## src/hw/rtl/cti_pkg.sv

```systemverilog
// shared types and constants for the calibration time interval lookup
// no dependencies; imported by cti_ctrl, cti_dp, cti_chk and the top level
`default_nettype none

package cti_pkg;

  localparam int MAX_ENTRIES = 64;
  localparam int ADDR_W      = $clog2(MAX_ENTRIES);

  localparam int YEAR_W  = 14;
  localparam int DAY_W   = 9;
  localparam int MSEC_W  = 27;
  localparam int SLOT_W  = 6;
  localparam int IDX_W   = 6;
  localparam int CFG_W   = 7;
  localparam int YADJ_W  = YEAR_W + 1;
  localparam int CLAMP_W = (ADDR_W + 1 > CFG_W) ? ADDR_W + 1 : CFG_W;

  localparam logic [MSEC_W-1:0] HALF_DAY_MS = MSEC_W'(43200000);

  localparam int IN_DATA_W  = 168;
  localparam int OUT_DATA_W = 56;

  localparam logic OP_LOAD  = 1'b0;
  localparam logic OP_QUERY = 1'b1;

  typedef struct packed {
    logic [MSEC_W-1:0] end_msec;
    logic [DAY_W-1:0]  end_day;
    logic [YEAR_W-1:0] end_year;
    logic [MSEC_W-1:0] start_msec;
    logic [DAY_W-1:0]  start_day;
    logic [YEAR_W-1:0] start_year;
  } entry_t;

  localparam int ENTRY_W = $bits(entry_t);

  typedef struct packed {
    logic wr;       // load word accepted
    logic start;    // query word accepted
    logic step;     // move to next lower slot
    logic hit;      // capture current slot as result
    logic publish;  // move result into output register
  } cti_cmd_t;

  typedef struct packed {
    logic match;
    logic last;
    logic empty;
  } cti_sts_t;

endpackage

`default_nettype wire

```

## src/hw/rtl/cti_ctrl.sv

```systemverilog
// controller state machine: accepts words, sequences the slot scan, output valid
// depends on cti_pkg
`default_nettype none

module cti_ctrl
  import cti_pkg::*;
(
  input  wire logic     clk,
  input  wire logic     rst_n,
  input  wire logic     in_valid,
  input  wire logic     in_op,
  output logic          in_ready,
  output logic          out_valid,
  input  wire logic     out_ready,
  input  wire cti_sts_t sts,
  output cti_cmd_t      cmd
);

  typedef enum logic [2:0] {
    ST_IDLE = 3'b001,
    ST_SCAN = 3'b010,
    ST_DONE = 3'b100
  } state_t;

  state_t state_r, state_nxt;
  logic   out_valid_r, out_valid_nxt;
  logic   acc;

  assign in_ready  = (state_r == ST_IDLE);
  assign out_valid = out_valid_r;
  assign acc       = in_valid && in_ready;

  always_comb begin
    state_nxt   = state_r;
    cmd         = '0;
    cmd.wr      = acc && (in_op == OP_LOAD);
    cmd.start   = acc && (in_op == OP_QUERY);
    unique case (state_r)
      ST_IDLE: begin
        if (cmd.start) begin
          state_nxt = sts.empty ? ST_DONE : ST_SCAN;
        end
      end
      ST_SCAN: begin
        if (sts.match || sts.last) begin
          cmd.hit   = sts.match;
          state_nxt = ST_DONE;
        end else begin
          cmd.step = 1'b1;
        end
      end
      ST_DONE: begin
        // wait for the output register to drain
        if (!out_valid_r || out_ready) begin
          cmd.publish = 1'b1;
          state_nxt   = ST_IDLE;
        end
      end
      default: state_nxt = ST_IDLE;
    endcase
  end

  always_comb begin
    out_valid_nxt = out_valid_r;
    if (cmd.publish) begin
      out_valid_nxt = 1'b1;
    end else if (out_ready) begin
      out_valid_nxt = 1'b0;
    end
  end

  always_ff @(posedge clk) begin
    if (!rst_n) begin
      state_r     <= ST_IDLE;
      out_valid_r <= 1'b0;
    end else begin
      state_r     <= state_nxt;
      out_valid_r <= out_valid_nxt;
    end
  end

endmodule

`default_nettype wire

```

## config.mk

```make
export PLATFORM = sky130hd
export DESIGN_NAME = cti_ctrl
export DESIGN_NICKNAME = d
export VERILOG_FILES = /design/src/hw/rtl/cti_pkg.sv /design/src/hw/rtl/cti_ctrl.sv
export SDC_FILE = /design/constraint.sdc
export NUM_CORES = 1
export LEC_CHECK = 0
export BUFFER_PORTS_ARGS = -buffer_cell sky130_fd_sc_hd__buf_4
export CAP_MARGIN = 20
export CELL_PAD_IN_SITES_DETAIL_PLACEMENT = 0
export CELL_PAD_IN_SITES_GLOBAL_PLACEMENT = 1
export CORE_AREA = 2 2 39 41
export CTS_CLUSTER_SIZE = 10
export DETAILED_ROUTE_END_ITERATION = 16
export DIE_AREA = 0 0 41 43
export PLACE_DENSITY = 0.54
export SLEW_MARGIN = 0
export SYNTH_ARGS = -nofsm -noshare
export SYNTH_HDL_FRONTEND = slang
export SYNTH_SLANG_ARGS = --single-unit
```

## constraint.sdc

```tcl
create_clock -name clk -period 1.2 [get_ports clk]
set_input_delay 0.12 -clock clk [delete_from_list [all_inputs] [get_ports clk]]
set_output_delay 0.12 -clock clk [all_outputs]
set_load 0.05 [all_outputs]
```

# After elaboration in Yosys (flattened, before gate mapping)
# Index checks and enable logic that the tools add are counted.
# W data, S select, Z words.
# word_totals
output_inout_bits	7
input_bits	8
word_cells	29
register_bits	4
# classes
eq_ne	6
n_reduce_logical	8
mux	12
bitwise_logic	1
# op_table
cell	count
$mux W3	4
$pmux W3 S3	1
$mux W1	6
$ne A2 B2 Y1 const B	2
$eq A3 B1 Y1 const B	1
$eq A3 B2 Y1 const B	1
$eq A3 B3 Y1 const B	1
$logic_and A1 B1 Y1	3
$reduce_and A3 Y1	1
$logic_or A1 B1 Y1	2
$mux W2	1
$ne A2 B1 Y1 const B	1
$reduce_bool A2 Y1	1
$logic_not A1 Y1	1
$not A1 Y1	1

# Logic depth before layout (Yosys ltp)
# Gate-level depths: netlist of run 1.
# depth
word_depth	5
mapped_depth	3

# Worst setup path after synthesis of run 1
# Ideal clock, no wire load.
# synth_path
kind	register to output
start	register state_r[0]
end	output in_ready
path_stages_with_launch	2
setup_slack_ns	-0.426
required_ns	1.080
arrival_time_ns	1.506
path_buffers	0
cell_sequence	dfxtp_1 > nor3b_1
# synth_via
elab_chain_cells	1
# synth_rtl
element	line	text
start: declaration	cti_ctrl.sv:25	state_t state_r, state_nxt;
start signal: assignment	cti_ctrl.sv:77	state_r <= state_nxt;
$eq A3 B1 Y1	cti_ctrl.sv:29	assign in_ready = (state_r == ST_IDLE);
end: declaration	cti_ctrl.sv:12	output logic in_ready,
# Every way passes these cells.

==> results of run 1 <==
[sequential cells by signal (all words and copies together), names as in the netlist]
register and count:
out_valid 1, state_r 3
[layout by cell type (no fill, tap or decap), drive strengths merged]
cell / count
and3: 1
nor2b: 2
or3b: 1
o21ai: 1
buf: 22
nand2: 1
nor3: 2
nor2: 4
nor3b: 2
dfxtp: 4
nand4bb: 1
clkbuf: 3
o22ai: 1
a21o: 1
inv: 2
a21oi: 1
o21a: 2
[path summary, 6_finish.rpt]
kind,depth (start not counted),to,slack [ps]
worst max-delay path,3,cmd[2],-210
worst min-delay path,2,state_r[0],90
worst max register to register,5,state_r[2],-110
worst min register to register,3,out_valid,680
[routing by layer]
metal  part of all wire  vias up  track usage  wire (um)
met3              0.048        2       0.0209         31
li1                   -      142            -          -
met4              0.023        0       0.0600         15
met5                  0        -            0          0
met2               0.55        8        0.141        355
met1               0.38      126       0.0968        244
[stage by stage]
step / power [mW] / cell area [um^2] / cells / setup TNS (ps)
floorplan: 0.196 / 256 / 27 / -560
global placement: 0.242 / 412 / 61 / -110
detailed placement: 0.243 / 412 / 61 / -145
CTS: 0.427 / 503 / 68 / -1120
global route: 0.450 / 510 / 67 / -1490
finish: 0.425 / 510 / 67 / -973
[area by class of cell]
type | count | area share
repair buffers | 22 | 0.382
multi-input cells | 20 | 0.355
flip-flops and latches | 4 | 0.164
clock buffers | 3 | 0.0441
well taps | 16 | 0.0392
inverters | 2 | 0.0147
[synth_stat cells]
master     count
o22ai_2        1
o21a_1         2
nand2_1        1
and3_1         1
nand4bb_1      1
a21o_1         1
dfxtp_1        4
inv_1          2
buf_4          1
nor3_1         1
a21oi_1        1
nor2b_1        2
nor3b_1        2
nor2_1         4
or3b_4         1
o21ai_1        1
nor3_4         1
[repair_timing]
action,in CTS,in global routing
resized for setup,11,4
pin swaps,3,3
setup endpoints to repair,7,9
endpoints found under the hold margin,0,0
setup buffers,4,2
[report_power, final]
group	switching (mW)	total (mW)	internal [mW]
Sequential	0.00248	0.140	0.138
Clock	0.0537	0.165	0.112
Combinational	0.0626	0.119	0.0565
Total	0.119	0.425	0.306
[worst max-delay path, stage by stage, from the launching register on]
cell	delay, ps
dfxtp_2	330
or3b_4	410
nor3_4	150
buf_6	180
[cells by family (layout without fill, tap and decap cells)]
kind of cell	after synthesis	after routing	synth area share
flops	4	4	0.339
compound gates	6	6	0.190
buf+inv	3	27	0.0635
simple gates	14	14	0.407
==> impl_metrics.env, run 1 <==
export IMPL_setup_slack_ps=-214
export IMPL_min_period_ps=1410
export IMPL_p_per_area_nw_per_um2=832
export IMPL_rows=14
export IMPL_vias=278
export IMPL_outcome="finished, violations left"
export IMPL_seq_area_um2=83.8
export IMPL_ant_nets=0
export IMPL_setup_viol=8
export IMPL_fin_hold_ws_ps=92.7
export IMPL_numPortBuffers=14
export IMPL_place_ws_ps=-60.2
export IMPL_synth_area_um2=236
export IMPL_ys_seq_area_frac=0.339
export IMPL_gr_usage_all_layers=0.0884
export IMPL_cap_violations=0
export IMPL_die_h_um=43
export IMPL_final_hold_violation_count=0
export IMPL_p_leak_nw=0.240
export IMPL_fin_util=0.369
export IMPL_insertion_delay_ps=230
export IMPL_synth_ff_latch_count=4
export IMPL_tritoncts="built"
export IMPL_timing_final_crit_share=1.18
export IMPL_antenna_found_initial=0
export IMPL_htreeDepth=1
export IMPL_endpoint_kind="primary output"
export IMPL_yosysUniqueCellTypes=17
export IMPL_min_path_type="in -> reg"
export IMPL_arrival_ps=1290
export IMPL_failed_checks="setup timing"
export IMPL_fin_skew_ps=2.43
export IMPL_layout_drive_gt1_share=0.745
export IMPL_clock_path_buffers=2
export IMPL_post_route_drc_count=0
export IMPL_antennaDiodeCount=0
export IMPL_syn_nets=35
export IMPL_start_util=0.171
export IMPL_core_area_um2=1380
export IMPL_ir_worst_vdd_mv=0.302
export IMPL_wl_per_cell_um=9.64
export IMPL_clockRootBuffer="clkbuf_4"
export IMPL_worstPathMaxFanout=4
export IMPL_drt_initial_drc_count=0
export IMPL_fin_nets=61
export IMPL_cts_hold_buf=0
export IMPL_grt_pass1_vias=289
export IMPL_slew_headroom=0.803
export IMPL_grt_start_max_net_pins=6
export IMPL_synthTopCellsByArea="dfxtp_1 (34%), nor3_4 (6.9%), nor2_1 (6.3%)"
export IMPL_overflow=0
export IMPL_clkSinkCount=4
export IMPL_multi_input_area_um2=181
export IMPL_place_gp_congestion=0.746
export IMPL_n_fill_cell=145
export IMPL_clk_pin_slew_worst_paths_ps=40
export IMPL_min_from="rst_n"
export IMPL_tightest_slew_ps=295
export IMPL_required_ps=1080
export IMPL_start_kind="flop"
export IMPL_fmax_mhz=707
export IMPL_grt_first_pass_wirelength_mm=1.04
export IMPL_synth_top_area_frac=0.339
export IMPL_area_growth_pct=116
export IMPL_first_pass_iters=1
export IMPL_rsz0062_at_grt="true"
export IMPL_cts_buffers=3
export IMPL_chipWidth_um=41
export IMPL_routed_via_density=4.15
export IMPL_crit_path_start="state_r[2]"
export IMPL_finalMaxSlewViolations=0
export IMPL_crit_type="reg -> out"
export IMPL_finalWirelength_um=646
export IMPL_dp_hpwl_um=484
export IMPL_yosys_warnings=0
export IMPL_io_pins=15
export IMPL_syn_instance_count=27
export IMPL_yosysTopAreaCell="dfxtp_1"
export IMPL_r2r_start="state_r[2]"
export IMPL_avgSynthCellArea_um2=8.76
export IMPL_die_area_um2=1760
Note: power is estimated with default switching activity, not from simulation.
==> inputs of run 2 (changes only) <==
PLACE_DENSITY = not set   (was 0.54)
PLACE_DENSITY_LB_ADDON = 0.2   (was not set)
==> impl_metrics.env, run 2 (synthesis gave the netlist of run 1 again) <==
export IMPL_start_kind="flop"
export IMPL_largest_register="state_r"
export IMPL_start_util=0.171
export IMPL_numPortBuffers=14
export IMPL_dp_hpwl_um=489
export IMPL_place_gp_congestion=0.740
export IMPL_failed_checks="setup timing"
export IMPL_fin_skew_ps=2.24
export IMPL_insertion_delay_ps=230
export IMPL_timing_final_crit_share=1.19
export IMPL_fin_nets=61
export IMPL_layout_drive_gt1_share=0.686
export IMPL_endpoint_kind="primary output"
export IMPL_tritoncts="built"
export IMPL_overflow=0
export IMPL_p_per_area_nw_per_um2=845
export IMPL_die_area_um2=1760
export IMPL_fmax_mhz=700
export IMPL_setup_viol=7
export IMPL_ant_nets=0
export IMPL_min_path_type="in -> reg"
export IMPL_core_area_um2=1380
export IMPL_grt_start_max_net_pins=6
export IMPL_fin_hold_ws_ps=109
export IMPL_hold_end="state_r[0]"
export IMPL_clkSinkCount=4
export IMPL_p_sw_uw=119
export IMPL_slew_headroom=0.872
export IMPL_cts_buffers=3
export IMPL_reg2reg_slack_ps=-120
export IMPL_wl_per_cell_um=9.67
export IMPL_clk_pin_slew_worst_paths_ps=40
export IMPL_finalWirelength_um=648
export IMPL_combinationalPowerShare=0.285
export IMPL_p_leak_nw=0.239
export IMPL_largest_reg_flops=3
export IMPL_fin_util=0.364
export IMPL_cp_num_buf_inv=1
export IMPL_layout_commonest_cell="buf_4"
export IMPL_clock_path_buffers=2
export IMPL_setup_slack_ps=-228
export IMPL_critPathTopFamily="simple AND/OR/NAND/NOR gates"
export IMPL_worstPathMaxFanout=4
export IMPL_io_pins=15
export IMPL_area_growth_pct=113
export IMPL_r2r_end="state_r[2]"
export IMPL_most_common_layout_cells="buf_4 (14), buf_6 (7), clkbuf_4 (3), dfxtp_2 (3)"
export IMPL_rows=14
export IMPL_antennaDiodeCount=0
export IMPL_gr_usage_all_layers=0.0845
export IMPL_p_seq_frac=0.331
export IMPL_tightest_slew_ps=191
export IMPL_p_int_uw=307
export IMPL_antenna_found_initial=0
export IMPL_final_hold_violation_count=0
export IMPL_cap_violations=0
export IMPL_first_pass_iters=2
export IMPL_cts_hold_buf=0
export IMPL_max_stage_delay_ps=420
export IMPL_grt_first_pass_wirelength_mm=1.01
export IMPL_htreeDepth=1
export IMPL_p_clk_frac=0.384
export IMPL_hold_depth=2
export IMPL_rsz0062_at_grt="true"
export IMPL_grt_pass1_vias=274
export IMPL_vias=274
export IMPL_arrival_ps=1310
export IMPL_routed_via_density=4.09
export IMPL_outcome="finished, violations left"
export IMPL_min_from="rst_n"
export IMPL_reg2reg_depth=5
export IMPL_p_sw_frac=0.280
export IMPL_drt_initial_drc_count=2
export IMPL_clockRootBuffer="clkbuf_4"
export IMPL_ir_worst_vdd_mv=0.303
export IMPL_finalMaxSlewViolations=0
export IMPL_required_ps=1080
export IMPL_crit_type="reg -> out"
export IMPL_min_period_ps=1430
export IMPL_chipWidth_um=41
export IMPL_die_h_um=43
export IMPL_r2r_start="state_r[2]"
export IMPL_post_route_drc_count=0
export IMPL_slowest_stage="or3b_4"
export IMPL_crit_path_cell_trace="or3b_4 > nor3_4 > buf_6"
-- run 2: repair_timing --
item,CTS,global route
buffers inserted,2,2
gates resized for setup,8,5
gates cloned,0,0
endpoints found under the setup margin,7,9
pin swaps,4,4
-- run 2: power by group through the flow --
stage               Combinational (mW)  Sequential (mW)  Clock, mW
global placement                0.0979            0.142          0
global route                     0.128            0.142      0.181
CTS                              0.110            0.141      0.171
floorplan                       0.0531            0.143          0
finish                           0.121            0.141      0.164
detailed placement              0.0992            0.143          0
-- run 2: worst register-to-register path, delay by kind of cell (launching register included) --
family,cells,cell delay [ps]
buffers and inverters,2,260
DFF,1,320
and+or+nand+nor,1,420
AOI/OAI and AO/OA,2,250
-- run 2: per-stage QoR --
| step | setup WS [ps] | instance area [um^2] | cells | TNS, ps | power (mW) |
|---|---|---|---|---|---|
| final | -228 | 504 | 67 | -923 | 0.426 |
| after global routing | -271 | 504 | 67 | -1330 | 0.451 |
| after CTS | -240 | 478 | 66 | -1000 | 0.422 |
| after detailed placement | -64.9 | 412 | 61 | -109 | 0.242 |
| after global placement | -49.6 | 412 | 61 | -81.9 | 0.240 |
| after floorplan | -253 | 256 | 27 | -560 | 0.196 |
-- run 2: worst max-delay path by stage --
| stage | from | endpoint | depth (start not counted) |
|---|---|---|---|
| after floorplan | state_r[1] | state_r[1] | 3 |
| after global placement | state_r[0] | cmd[2] | 3 |
| after detailed placement | state_r[0] | cmd[2] | 3 |
| after CTS | state_r[2] | cmd[2] | 3 |
| after global routing | state_r[1] | cmd[2] | 3 |
| final | state_r[2] | cmd[2] | 3 |
-- run 2: routing by layer --
| metal | wire length (um) | vias up | track usage |
|---|---|---|---|
| li1 | - | 142 | - |
| met1 | 268 | 124 | 0.0971 |
| met2 | 353 | 8 | 0.122 |
| met3 | 25 | 0 | 0.0157 |
| met4 | 0 | 0 | 0.0800 |
| met5 | 0 | - | 0 |
-- run 2: cell type report --
type                       instances  area, um^2
fill                             150         880
timing repair buffer              22         199
multi-input combinational         20         171
sequential                         4        83.8
clock buffer                       3        22.5
tap                               16        20.0
inverter                           2        7.51
==> inputs of run 3 (changes only) <==
BUFFER_PORTS_ARGS = not set   (was -buffer_cell sky130_fd_sc_hd__buf_4)
DONT_BUFFER_PORTS = 1   (was not set)
==> impl_metrics.env, run 3 (synthesis gave the netlist of run 1 again) <==
export IMPL_finalWirelength_um=701
export IMPL_p_leak_nw=0.241
export IMPL_hold_depth=2
export IMPL_htreeDepth=1
export IMPL_place_area_um2=397
export IMPL_clock_path_buffers=2
export IMPL_antennaDiodeCount=0
export IMPL_layout_drive_gt1_share=0.750
export IMPL_p_per_area_nw_per_um2=809
export IMPL_post_route_drc_count=0
export IMPL_largest_register="state_r"
export IMPL_grt_first_pass_wirelength_mm=1.11
export IMPL_r2r_end="state_r[0]"
export IMPL_first_pass_iters=4
export IMPL_grt_start_max_net_pins=5
export IMPL_clkSinkCount=4
export IMPL_antenna_found_initial=0
export IMPL_vias=274
export IMPL_power_total_uw=441
export IMPL_combinationalPowerShare=0.282
export IMPL_start_util=0.171
export IMPL_clk_pin_slew_worst_paths_ps=40
export IMPL_reg2reg_slack_ps=-140
export IMPL_largest_reg_flops=3
export IMPL_setup_slack_ps=-251
export IMPL_start_kind="flop"
export IMPL_fin_nets=58
export IMPL_p_sw_frac=0.290
export IMPL_die_h_um=43
export IMPL_grt_pass1_vias=284
export IMPL_tritoncts="built"
export IMPL_reg2reg_depth=7
export IMPL_chipWidth_um=41
export IMPL_failed_checks="setup timing"
export IMPL_p_seq_frac=0.318
export IMPL_setup_tns_ps=-1430
export IMPL_ir_worst_vdd_mv=0.294
export IMPL_insertion_delay_ps=240
export IMPL_rows=14
export IMPL_fin_skew_ps=0.211
export IMPL_core_area_um2=1380
export IMPL_required_ps=1080
export IMPL_area_growth_pct=131
export IMPL_cts_buffers=3
export IMPL_routed_via_density=4.28
export IMPL_ant_nets=0
export IMPL_min_period_ps=1450
export IMPL_place_gp_congestion=0.694
export IMPL_crit_path_start="state_r[0]"
export IMPL_p_int_uw=313
export IMPL_gr_usage_all_layers=0.103
export IMPL_fin_util=0.394
export IMPL_rsz0062_at_grt="true"
export IMPL_place_ws_ps=-63.1
export IMPL_clockRootBuffer="clkbuf_4"
export IMPL_arrival_ps=1330
export IMPL_timing_final_crit_share=1.21
export IMPL_die_area_um2=1760
export IMPL_crit_type="reg -> out"
export IMPL_layout_commonest_cell="buf_6"
export IMPL_p_clk_frac=0.400
export IMPL_slew_headroom=0.805
export IMPL_outcome="finished, violations left"
export IMPL_drt_initial_drc_count=3
export IMPL_worstPathMaxFanout=3
export IMPL_most_common_layout_cells="buf_6 (8), buf_4 (7), dfxtp_2 (4), clkbuf_4 (3), buf_12 (3)"
export IMPL_overflow=0
export IMPL_r2r_start="state_r[1]"
export IMPL_fmax_mhz=689
export IMPL_p_sw_uw=128
export IMPL_final_hold_violation_count=0
export IMPL_hold_end="state_r[1]"
export IMPL_numPortBuffers=0
export IMPL_setup_viol=9
export IMPL_finalMaxSlewViolations=0
export IMPL_wl_per_cell_um=11.0
export IMPL_endpoint_kind="primary output"
export IMPL_io_pins=15
export IMPL_min_path_type="in -> reg"
export IMPL_min_from="sts[0]"
export IMPL_final_area_um2=546
export IMPL_cap_violations=0
export IMPL_tightest_slew_ps=292
==> run 3: repair_timing <==
| action | 4_1_cts | 5_1_grt |
|---|---|---|
| gates resized for setup | 13 | 5 |
| pin swaps | 4 | 3 |
| hold buffers | 1 | 0 |
| setup endpoints to repair | 6 | 9 |
| hold endpoints to repair | 4 | 0 |
| buffers inserted | 4 | 2 |
==> run 3: stage by stage <==
| stage | hold WS, ps | cells |
|---|---|---|
| 4_1_cts | 89.9 | 62 |
| 3_5_place_dp | 219 | 54 |
| 5_1_grt | 91.6 | 64 |
| 2_1_floorplan | 210 | 27 |
| 6_report | 87.8 | 64 |
| 3_3_place_gp | 215 | 54 |
==> run 3: layer usage <==
| layer | part of all wire | vias to the layer above | global-route usage | wire length (um) |
|---|---|---|---|---|
| met4 | 0.031 | 0 | 0.120 | 22 |
| met1 | 0.31 | 125 | 0.0839 | 217 |
| li1 | - | 137 | - | - |
| met5 | 0 | - | 0 | 0 |
| met3 | 0.066 | 2 | 0.0419 | 46 |
| met2 | 0.59 | 10 | 0.156 | 415 |
==> run 3: critical path: stages (launching register included) <==
cell and delay (ps):
dfxtp_2 310, or3b_4 420, nor3_4 190, buf_12 170
==> run 3: power groups by stage <==
stage                     clock network [mW]  registers, mW  logic (mW)
after floorplan                            0          0.143      0.0531
after global placement                     0          0.142      0.0873
after detailed placement                   0          0.141      0.0878
after CTS                              0.187          0.140       0.115
after global routing                   0.185          0.141       0.132
final                                  0.176          0.140       0.125
==> run 3: worst max-delay path by stage <==
stage / depth (start not counted) / end
after global routing: 3 / cmd[2]
after CTS: 3 / cmd[2]
after detailed placement: 3 / cmd[2]
after floorplan: 3 / state_r[1]
after global placement: 4 / cmd[0]
final: 3 / cmd[2]
==> run 3: layout make-up <==
cell class                      instances  area [um^2]
Tap cell                               16         20.0
Fill cell                             148          838
Multi-Input combinational cell         20          198
Timing Repair Buffer                   19          213
Clock buffer                            3         22.5
Inverter                                2         7.51
Sequential cell                         4         85.1
